===== config.mk =====
export PLATFORM = sky130hd
export DESIGN_NAME = fen_board_field_parser_top
export DESIGN_NICKNAME = d
export VERILOG_FILES = /design/src/design/fbfp_pkg.sv /design/src/design/fen_board_field_parser_top.sv
export SDC_FILE = /design/constraint.sdc
export NUM_CORES = 1
export LEC_CHECK = 0
export ABC_AREA = 0
export BUFFER_PORTS_ARGS = -buffer_cell sky130_fd_sc_hd__clkbuf_2
export CORE_ASPECT_RATIO = 2
export CORE_UTILIZATION = 40
export DETAILED_ROUTE_END_ITERATION = 6
export PLACE_DENSITY = 0.64
export SLEW_MARGIN = 20
export SYNTH_ARGS = -nofsm -noshare
export SYNTH_HDL_FRONTEND = slang
export SYNTH_SLANG_ARGS = --single-unit

===== constraint.sdc =====
create_clock -name clk -period 6.91 [get_ports clk]
set_input_delay 0.3455 -clock clk [delete_from_list [all_inputs] [get_ports clk]]
set_output_delay 0.3455 -clock clk [all_outputs]
set_load 0.01 [all_outputs]

===== src/design/fbfp_pkg.sv =====
// Package with the constants, types and piece decoding for the FEN board field parser.
package fbfp_pkg;

	localparam int BOARD_SIZE = 8;
	localparam int CNT_W = 4;
	localparam logic [CNT_W-1:0] BOARD_LIMIT = CNT_W'(BOARD_SIZE);

	localparam logic [7:0] CHAR_SPACE = 8'h20;
	localparam logic [7:0] CHAR_SLASH = 8'h2F;
	localparam logic [7:0] CHAR_ZERO  = 8'h30;
	localparam logic [7:0] CHAR_NINE  = 8'h39;
	localparam logic [7:0] CHAR_UP_A  = 8'h41;
	localparam logic [7:0] CHAR_UP_Z  = 8'h5A;
	localparam logic [7:0] CHAR_LO_A  = 8'h61;
	localparam logic [7:0] CHAR_LO_Z  = 8'h7A;
	localparam logic [7:0] CASE_BIT   = 8'h20;

	typedef enum logic [2:0] {
		PIECE_PAWN   = 3'd0,
		PIECE_ROOK   = 3'd1,
		PIECE_KNIGHT = 3'd2,
		PIECE_BISHOP = 3'd3,
		PIECE_QUEEN  = 3'd4,
		PIECE_KING   = 3'd5
	} piece_t;

	typedef struct packed {
		logic       hit;
		piece_t     kind;
	} piece_dec_t;

	typedef struct packed {
		logic [2:0] file_index;
		logic [2:0] rank_index;
		logic [2:0] piece_type;
		logic       is_white;
	} result_t;

	// Maps a lowercase letter to its piece; hit is low for any other letter.
	function automatic piece_dec_t decode_piece(input logic [7:0] lower);
		piece_dec_t d;
		d.hit  = 1'b1;
		d.kind = PIECE_PAWN;
		case (lower)
			8'h70: d.kind = PIECE_PAWN;
			8'h72: d.kind = PIECE_ROOK;
			8'h6E: d.kind = PIECE_KNIGHT;
			8'h62: d.kind = PIECE_BISHOP;
			8'h71: d.kind = PIECE_QUEEN;
			8'h6B: d.kind = PIECE_KING;
			default: d.hit = 1'b0;
		endcase
		return d;
	endfunction

endpackage


===== src/design/fen_board_field_parser_top.sv =====
// Top level of the FEN board field parser: parse state, result register and skid stage.
//
//  channel | valid     | stall     | payload
//  --------+-----------+-----------+---------------------------------------------
//  input   | in_valid  | in_stall  | symbol, start_req
//  output  | out_valid | out_stall | file_index, rank_index, piece_type, is_white
//
// One character is taken per cycle unless the input stalls; an accepted piece is
// registered in the output stage, or in the skid stage if the output stalls. The
// counters are updated in the accepting cycle, so the only loop is the small file
// and rank update. Reset clears the parse state and both stages' valid flags. An
// output stall goes into the skid stage; the input stalls only while it holds a result.
module fen_board_field_parser_top (
	input  logic       clk,
	input  logic       arst_n,
	input  logic       in_valid,
	output logic       in_stall,
	input  logic [7:0] symbol,
	input  logic       start_req,
	output logic       out_valid,
	input  logic       out_stall,
	output logic [2:0] file_index,
	output logic [2:0] rank_index,
	output logic [2:0] piece_type,
	output logic       is_white
);

	localparam int CW = fbfp_pkg::CNT_W;

	logic [CW-1:0] rank_count_q, file_count_q;
	logic          skipping_rank_q, parse_finished_q;

	logic [CW-1:0] rank_cur, file_cur, rank_nxt, file_nxt, rank_inc, room, digit_val;
	logic          skip_cur, fin_cur, skip_nxt, fin_nxt;
	logic          is_upper, is_lower, is_digit, emit;
	logic [7:0]    lower_char;
	fbfp_pkg::piece_dec_t dec;
	fbfp_pkg::result_t    res_new;

	logic                 out_valid_q, skid_valid_q;
	fbfp_pkg::result_t    out_q, skid_q;
	logic                 accept, out_take;

	assign in_stall = skid_valid_q;
	assign accept   = in_valid && !skid_valid_q;
	assign out_take = out_valid_q && !out_stall;

	assign is_upper   = (symbol >= fbfp_pkg::CHAR_UP_A) && (symbol <= fbfp_pkg::CHAR_UP_Z);
	assign is_lower   = (symbol >= fbfp_pkg::CHAR_LO_A) && (symbol <= fbfp_pkg::CHAR_LO_Z);
	assign is_digit   = (symbol >= fbfp_pkg::CHAR_ZERO) && (symbol <= fbfp_pkg::CHAR_NINE);
	assign lower_char = symbol | fbfp_pkg::CASE_BIT;
	assign dec        = fbfp_pkg::decode_piece(lower_char);
	assign digit_val  = CW'(symbol - fbfp_pkg::CHAR_ZERO);

	always_comb begin
		// A start request clears the parse state before the character is handled.
		rank_cur = start_req ? '0 : rank_count_q;
		file_cur = start_req ? '0 : file_count_q;
		skip_cur = start_req ? 1'b0 : skipping_rank_q;
		fin_cur  = start_req ? 1'b0 : parse_finished_q;

		rank_nxt = rank_cur;
		file_nxt = file_cur;
		skip_nxt = skip_cur;
		fin_nxt  = fin_cur;
		emit     = 1'b0;
		rank_inc = rank_cur + CW'(1);
		room     = (file_cur < fbfp_pkg::BOARD_LIMIT) ? fbfp_pkg::BOARD_LIMIT - file_cur : '0;

		res_new.file_index = file_cur[2:0];
		res_new.rank_index = rank_cur[2:0];
		res_new.piece_type = dec.kind;
		res_new.is_white   = is_upper;

		if (!fin_cur) begin
			if (symbol == fbfp_pkg::CHAR_SPACE) begin
				fin_nxt = 1'b1;
			end else if (symbol == fbfp_pkg::CHAR_SLASH) begin
				rank_nxt = rank_inc;
				file_nxt = '0;
				skip_nxt = 1'b0;
				fin_nxt  = (rank_inc >= fbfp_pkg::BOARD_LIMIT);
			end else if (!skip_cur) begin
				if (is_digit) begin
					file_nxt = file_cur + ((digit_val > room) ? room : digit_val);
				end else if (is_upper || is_lower) begin
					if (file_cur >= fbfp_pkg::BOARD_LIMIT) begin
						skip_nxt = 1'b1;
					end else begin
						file_nxt = file_cur + CW'(1);
						emit     = dec.hit;
					end
				end
			end
		end
	end

	always_ff @(posedge clk or negedge arst_n) begin
		if (!arst_n) begin
			rank_count_q     <= '0;
			file_count_q     <= '0;
			skipping_rank_q  <= 1'b0;
			parse_finished_q <= 1'b0;
		end else if (accept) begin
			rank_count_q     <= rank_nxt;
			file_count_q     <= file_nxt;
			skipping_rank_q  <= skip_nxt;
			parse_finished_q <= fin_nxt;
		end
	end

	always_ff @(posedge clk or negedge arst_n) begin
		if (!arst_n) begin
			out_valid_q  <= 1'b0;
			skid_valid_q <= 1'b0;
		end else begin
			if (skid_valid_q) begin
				if (out_take) begin
					skid_valid_q <= 1'b0;
				end
			end else if (accept && emit) begin
				if (out_valid_q && !out_take) begin
					skid_valid_q <= 1'b1;
				end else begin
					out_valid_q <= 1'b1;
				end
			end else if (out_take) begin
				out_valid_q <= 1'b0;
			end
		end
	end

	always_ff @(posedge clk) begin
		if (skid_valid_q) begin
			if (out_take) begin
				out_q <= skid_q;
			end
		end else if (accept && emit) begin
			if (out_valid_q && !out_take) begin
				skid_q <= res_new;
			end else begin
				out_q <= res_new;
			end
		end
	end

	assign out_valid  = out_valid_q;
	assign file_index = out_q.file_index;
	assign rank_index = out_q.rank_index;
	assign piece_type = out_q.piece_type;
	assign is_white   = out_q.is_white;

endmodule

After elaboration in Yosys (flattened, before gate mapping)
Cells that the tools add are included.
Storage, ports and cells
  flip-flop bits (word level): 32
  input bits: 13
  output and inout port bits: 12
  word-level logic and storage cells: 104
Cells by class
  $add $sub $neg: 5
  $lt $le $gt $ge: 10
  equality and inequality tests: 11
  mux-type cells: 46
  bitwise logic cells: 1
  reduce and logical (&&, ||, !) cells: 17
Operator list (number)
  $mux 4: 14
  $eq 7x6->1 const B: 6
  $mux 10: 4
  $mux 1: 27
  $eq 8x6->1 const B: 2
  $ge 8x7->1 const B: 2
  $le 8x7->1 const B: 2
  $pmux 3 s5: 1
  $reduce_and 3->1: 3
  $add 4x1->4 const B: 2
  $ge 4x4->1 const B: 2
  $ge 8x6->1 const B: 1
  $le 8x6->1 const B: 1
  $logic_and 1x1->1: 7
  $reduce_or 6->1: 1
  $add 4x4->4: 1
  $gt 4x4->1: 1
  $lt 4x4->1 const B: 1
  $ne 2x2->1 const B: 2
  $reduce_bool 2->1: 2
  $sub 4x1->4 const B: 1
  $sub 4x4->4 const A: 1
  $logic_not 1->1: 3
  $ne 2x1->1 const B: 1
  other kinds (2): 2

Logic depth before layout (Yosys ltp)
  depth in word-level cells: 13
  depth in mapped cells: 17

Worst setup path after synthesis
No wires, ideal clock.
  path type: input to register
  from: input start_req
  to: register file_count_q[3]
  arrival time: 3.374 ns
  slack: 3.397 ns
  stages on the path: 15
  buffers on the path: 0
  path through: and2b_1 -> inv_1 -> ha_1 -> and2_1 -> inv_1 -> ha_1 -> a2111oi_0 -> nor3_1 -> mux2_2 -> ha_1 -> nand3_1 -> and3_1 -> nor4b_1 -> and3_1 -> o31ai_1
Between the ends
  word-level cells in the longest chain between the ends: 11
  elaborated cells on any way between the ends: 18
  those cells by class: 3 x add/sub; 3 x order compare; 12 x mux
RTL lines
  start, declared: RTL line fen_board_field_parser_top.sv:19  | input logic start_req,
  $mux 4: RTL line fen_board_field_parser_top.sv:58  | file_cur = start_req ? '0 : file_count_q;
  $sub 4x4->4 or $lt 4x4->1 (tied branches): RTL line fen_board_field_parser_top.sv:68  | room = (file_cur < fbfp_pkg::BOARD_LIMIT) ? fbfp_pkg::BOARD_LIMIT - file_cur : '0;
  $mux 4: RTL line fen_board_field_parser_top.sv:68
  $gt 4x4->1: RTL line fen_board_field_parser_top.sv:85  | file_nxt = file_cur + ((digit_val > room) ? room : digit_val);
  $mux 4: RTL line fen_board_field_parser_top.sv:85
  $add 4x4->4: RTL line fen_board_field_parser_top.sv:85
  $mux 4: RTL line fen_board_field_parser_top.sv:84  | if (is_digit) begin
  $mux 4: RTL line fen_board_field_parser_top.sv:83  | end else if (!skip_cur) begin
  $mux 4: RTL line fen_board_field_parser_top.sv:78  | end else if (symbol == fbfp_pkg::CHAR_SLASH) begin
  $mux 4: RTL line fen_board_field_parser_top.sv:76  | if (symbol == fbfp_pkg::CHAR_SPACE) begin
  $mux 4 (*): RTL line fen_board_field_parser_top.sv:75  | if (!fin_cur) begin
  end signal, assigned: RTL line fen_board_field_parser_top.sv:106  | file_count_q <= file_nxt;
  end, declared: RTL line fen_board_field_parser_top.sv:30  | logic [CW-1:0] rank_count_q, file_count_q;
Every way passes the cells marked *; elsewhere a longest branch is shown, timed or not.
A chain may end at the register's enable or synchronous reset.

Worst setup path after layout
  from: input start_req
  to: register file_count_q[3]
Between the ends
  word-level cells in the longest chain between the ends: 11
  elaborated cells on any way between the ends: 18
  those cells by class: 3 x add/sub; 3 x order compare; 12 x mux
RTL lines
  $mux 4 (*): RTL line fen_board_field_parser_top.sv:58
  named net file_cur[0]: RTL line fen_board_field_parser_top.sv:33  | logic [CW-1:0] rank_cur, file_cur, rank_nxt, file_nxt, rank_inc, room, digit_val;
  $sub 4x4->4 or $lt 4x4->1 (tied branches): RTL line fen_board_field_parser_top.sv:68
  $mux 4: RTL line fen_board_field_parser_top.sv:68
  $gt 4x4->1: RTL line fen_board_field_parser_top.sv:85
  $mux 4: RTL line fen_board_field_parser_top.sv:85
  $add 4x4->4: RTL line fen_board_field_parser_top.sv:85
  $mux 4 (*): RTL line fen_board_field_parser_top.sv:84
  $mux 4 (*): RTL line fen_board_field_parser_top.sv:83
  $mux 4 (*): RTL line fen_board_field_parser_top.sv:78
  $mux 4 (*): RTL line fen_board_field_parser_top.sv:76
  $mux 4 (*): RTL line fen_board_field_parser_top.sv:75
The timed path passes the listed nets; every way through them passes the cells marked *.

==> results.tsv <==
metric	value	unit
status	finished clean	
Peak VDD IR	0.112	mV
Hold Path Class	input port to flop	
synthesized instance count	207	
data arrival time of the worst path	4.04	ns
GRT Residual Overflow	0	
Initial Utilization	0.420	
Synth top area share	0.288	
Area Growth Syn to Fin	11.7	%
antenna-violating nets left	0	
CTS H-tree lvls	2	
WHS	0.343	ns
critical-path cell list	clkbuf_2, and2b_1, inv_1, ha_1, and2_1, inv_1, ha_1, a2111oi_0, nor3_1, mux2_2, ha_1, nand3_1, and3_1, nor4b_1, and3_1, o31ai_1	
RSZ-0062 raised after global routing	no	
slowest CP cell	a2111oi_0	
post-cts sizing count	0	
hold path depth	3	
Worst Max-Slew Pin Slew	0.863	ns
top post-synthesis cells by area	edfxtp_1 29%, dfrtp_1 14%, ha_1 6.6%, mux2_2 4.9%, nand2_1 3.4%	
WL/cell	17.0	um
clk slew on worst S/H paths	0.06	ns
worst rel slew slack	0.423	
most used cell, CP	ha_1	
vias in the first global route	1620	
Ys Warns	0	
largest net degree at the start of global routing	18	
top-count cell post-synth	edfxtp_1	
routed length on met1	1790	um
HPWL after DPL	3860	um
layout cells sized above 1	0.203	
total of max-cap violations	0	
IO Pins	25	
input/output buffers	24	
post-synth cell types	51	
Mapped Avg Cell Area	10.1	um2
CP Buf/Inv Count	3	
die height	104	um
nets	256	
DR WL met2	2810	um
CP max stage delay	0.64	ns
Post-synth EDFFs	20	
uppermost layer routed	met4	
final hold violations	0	
Fmax	256	MHz
count of clock tree sinks	32	
Core Box Area	4950	um2
critical path class	input port to flop	
Worst-Skew Late Latency	0.28	ns
Die Span X	53.0	um
syn nets	232	
DRT Pass-1 Iters	4	
Worst Clk Skew	0.00447	ns
P per Cell Area	190	nW/um2
Synth Flop Type	edfxtp_1	
initial detailed-routing violation count	34	
Root Driver	clkbuf_8	
Crit path depth	16	
Std-Cell Rows	36	
CP max FO	17	
via/cell ratio	5.77	
# DRC	0	
LEAKAGE	0.939	nW
Final Slew Violations	0	
final worst path period need	3.90	ns
first-pass GRT wire length	7740	um
Seq/Total Area, Yosys	0.433	
gr usage total	0.196	
antenna violations before repair	0	
#FFs+latches synth	32	
antenna cells	0	
FF-to-FF path depth	15	
CP delay by family, top	simple AND/OR/NAND/NOR gates	
final setup violation count	0	
final WL	4910	um
CTS buffer count	5	
Final Cycle Share	0.565	
detailed-route via count	1668	
placer congestion estimate	0.927	
crit end category	flop	
clock tree from TritonCTS	done	
Max Buffers Root-to-Sink	2	
Setup TNS Final	0	ns
Synth Cell Area	2080	um2
crit path launch type	input port	
Req. time, crit path	7.05	ns
commonest cells in the synthesized netlist	20 x edfxtp_1, 19 x nand2_1, 15 x nor2_1	
Die ar.	5520	um2
Async S/R FF share, synth	0.375	
Synth area leader	edfxtp_1	
DR WL met3	109	um
[cell families after synthesis]
kind of cell | synth area share
AOI/OAI and AO/OA | 0.171
xor gates and xnor gates | 0.0168
adders and majority gates | 0.0757
buffers and inverters | 0.0397
DFF | 0.433
muxes | 0.0607
and+or+nand+nor | 0.203
[area by class of cell]
type	instances	area [um2]
inverters	10	37.5
clock buffers	7	76.3
fillers	482	2630
multi-input cells	156	1100
flip-flops and latches	32	901
well taps	57	71.3
repair buffers	26	138
clock inverters	1	3.75
[stage by stage]
stage               instance area [um2]  std cells  power [mW]  utilization  setup slack, ns
detailed placement                 2240        280       0.312        0.451             2.77
floorplan                          2080        207       0.286            -             3.40
global route                       2330        289       0.463        0.469             2.60
CTS                                2330        289       0.447        0.469             3.06
global placement                   2240        280       0.311        0.451             2.80
finish                             2330        289       0.443        0.469             3.01
[where the power goes]
part           internal (mW)  switching [mW]  total (mW)
registers              0.208         0.00482       0.213
clock network         0.0700          0.0637       0.134
logic                 0.0390          0.0577      0.0967
total                  0.317           0.126       0.443
[timing repair]
action	in CTS	in global routing
hold buffers	1	0
endpoints found under the hold margin	12	0
buffers inserted	0	0
[cell usage in the layout (no fill, tap or decap), drive strengths merged, types with 2 or more instances in the layout]
master	count
o31ai	3
nor2b	9
a32o	2
o2111ai	2
edfxtp	20
a2111oi	2
nor4	3
clkbuf	31
ha	11
o211ai	2
nor4b	2
o221ai	2
mux2	10
nand2	19
nor3b	2
a211oi	2
dfrtp	12
nand3	6
nor2	15
a21oi	13
or4b	2
o21a	5
inv	10
nand2b	4
and3	3
xnor2	2
nor3	5
xor2	2
o21ai	13
[worst min-delay path: stages]
cell and delay [ns]:
clkbuf_2 0.10, o21ai_0 0.08, nand2_1 0.06
[state kept, by name, indices dropped and copies added, names as in the netlist]
name              count
skid_q               10
file_count_q          4
rank_count_q          4
file_index            3
piece_type            3
rank_index            3
in_stall              1
is_white              1
out_valid             1
parse_finished_q      1
skipping_rank_q       1
[per-layer routing]
layer  vias up  global-route usage
met1       808               0.184
met5         -                   0
li1        812                   -
met4         0               0.130
met2        34               0.356
met3        14              0.0307
[path summary, 6_finish.rpt]
path | start | slack, ns | to
max reg2reg | file_count_q[0] | 3.01 | file_count_q[3]
max | start_req | 3.01 | file_count_q[3]
min | out_stall | 0.34 | out_valid
min reg2reg | rank_count_q[1] | 0.52 | rank_count_q[1]
max in group asynchronous | arst_n | 6.18 | parse_finished_q
min in group asynchronous | arst_n | 0.49 | rank_count_q[3]
No activity file was read; power rests on OpenSTA's default activity.
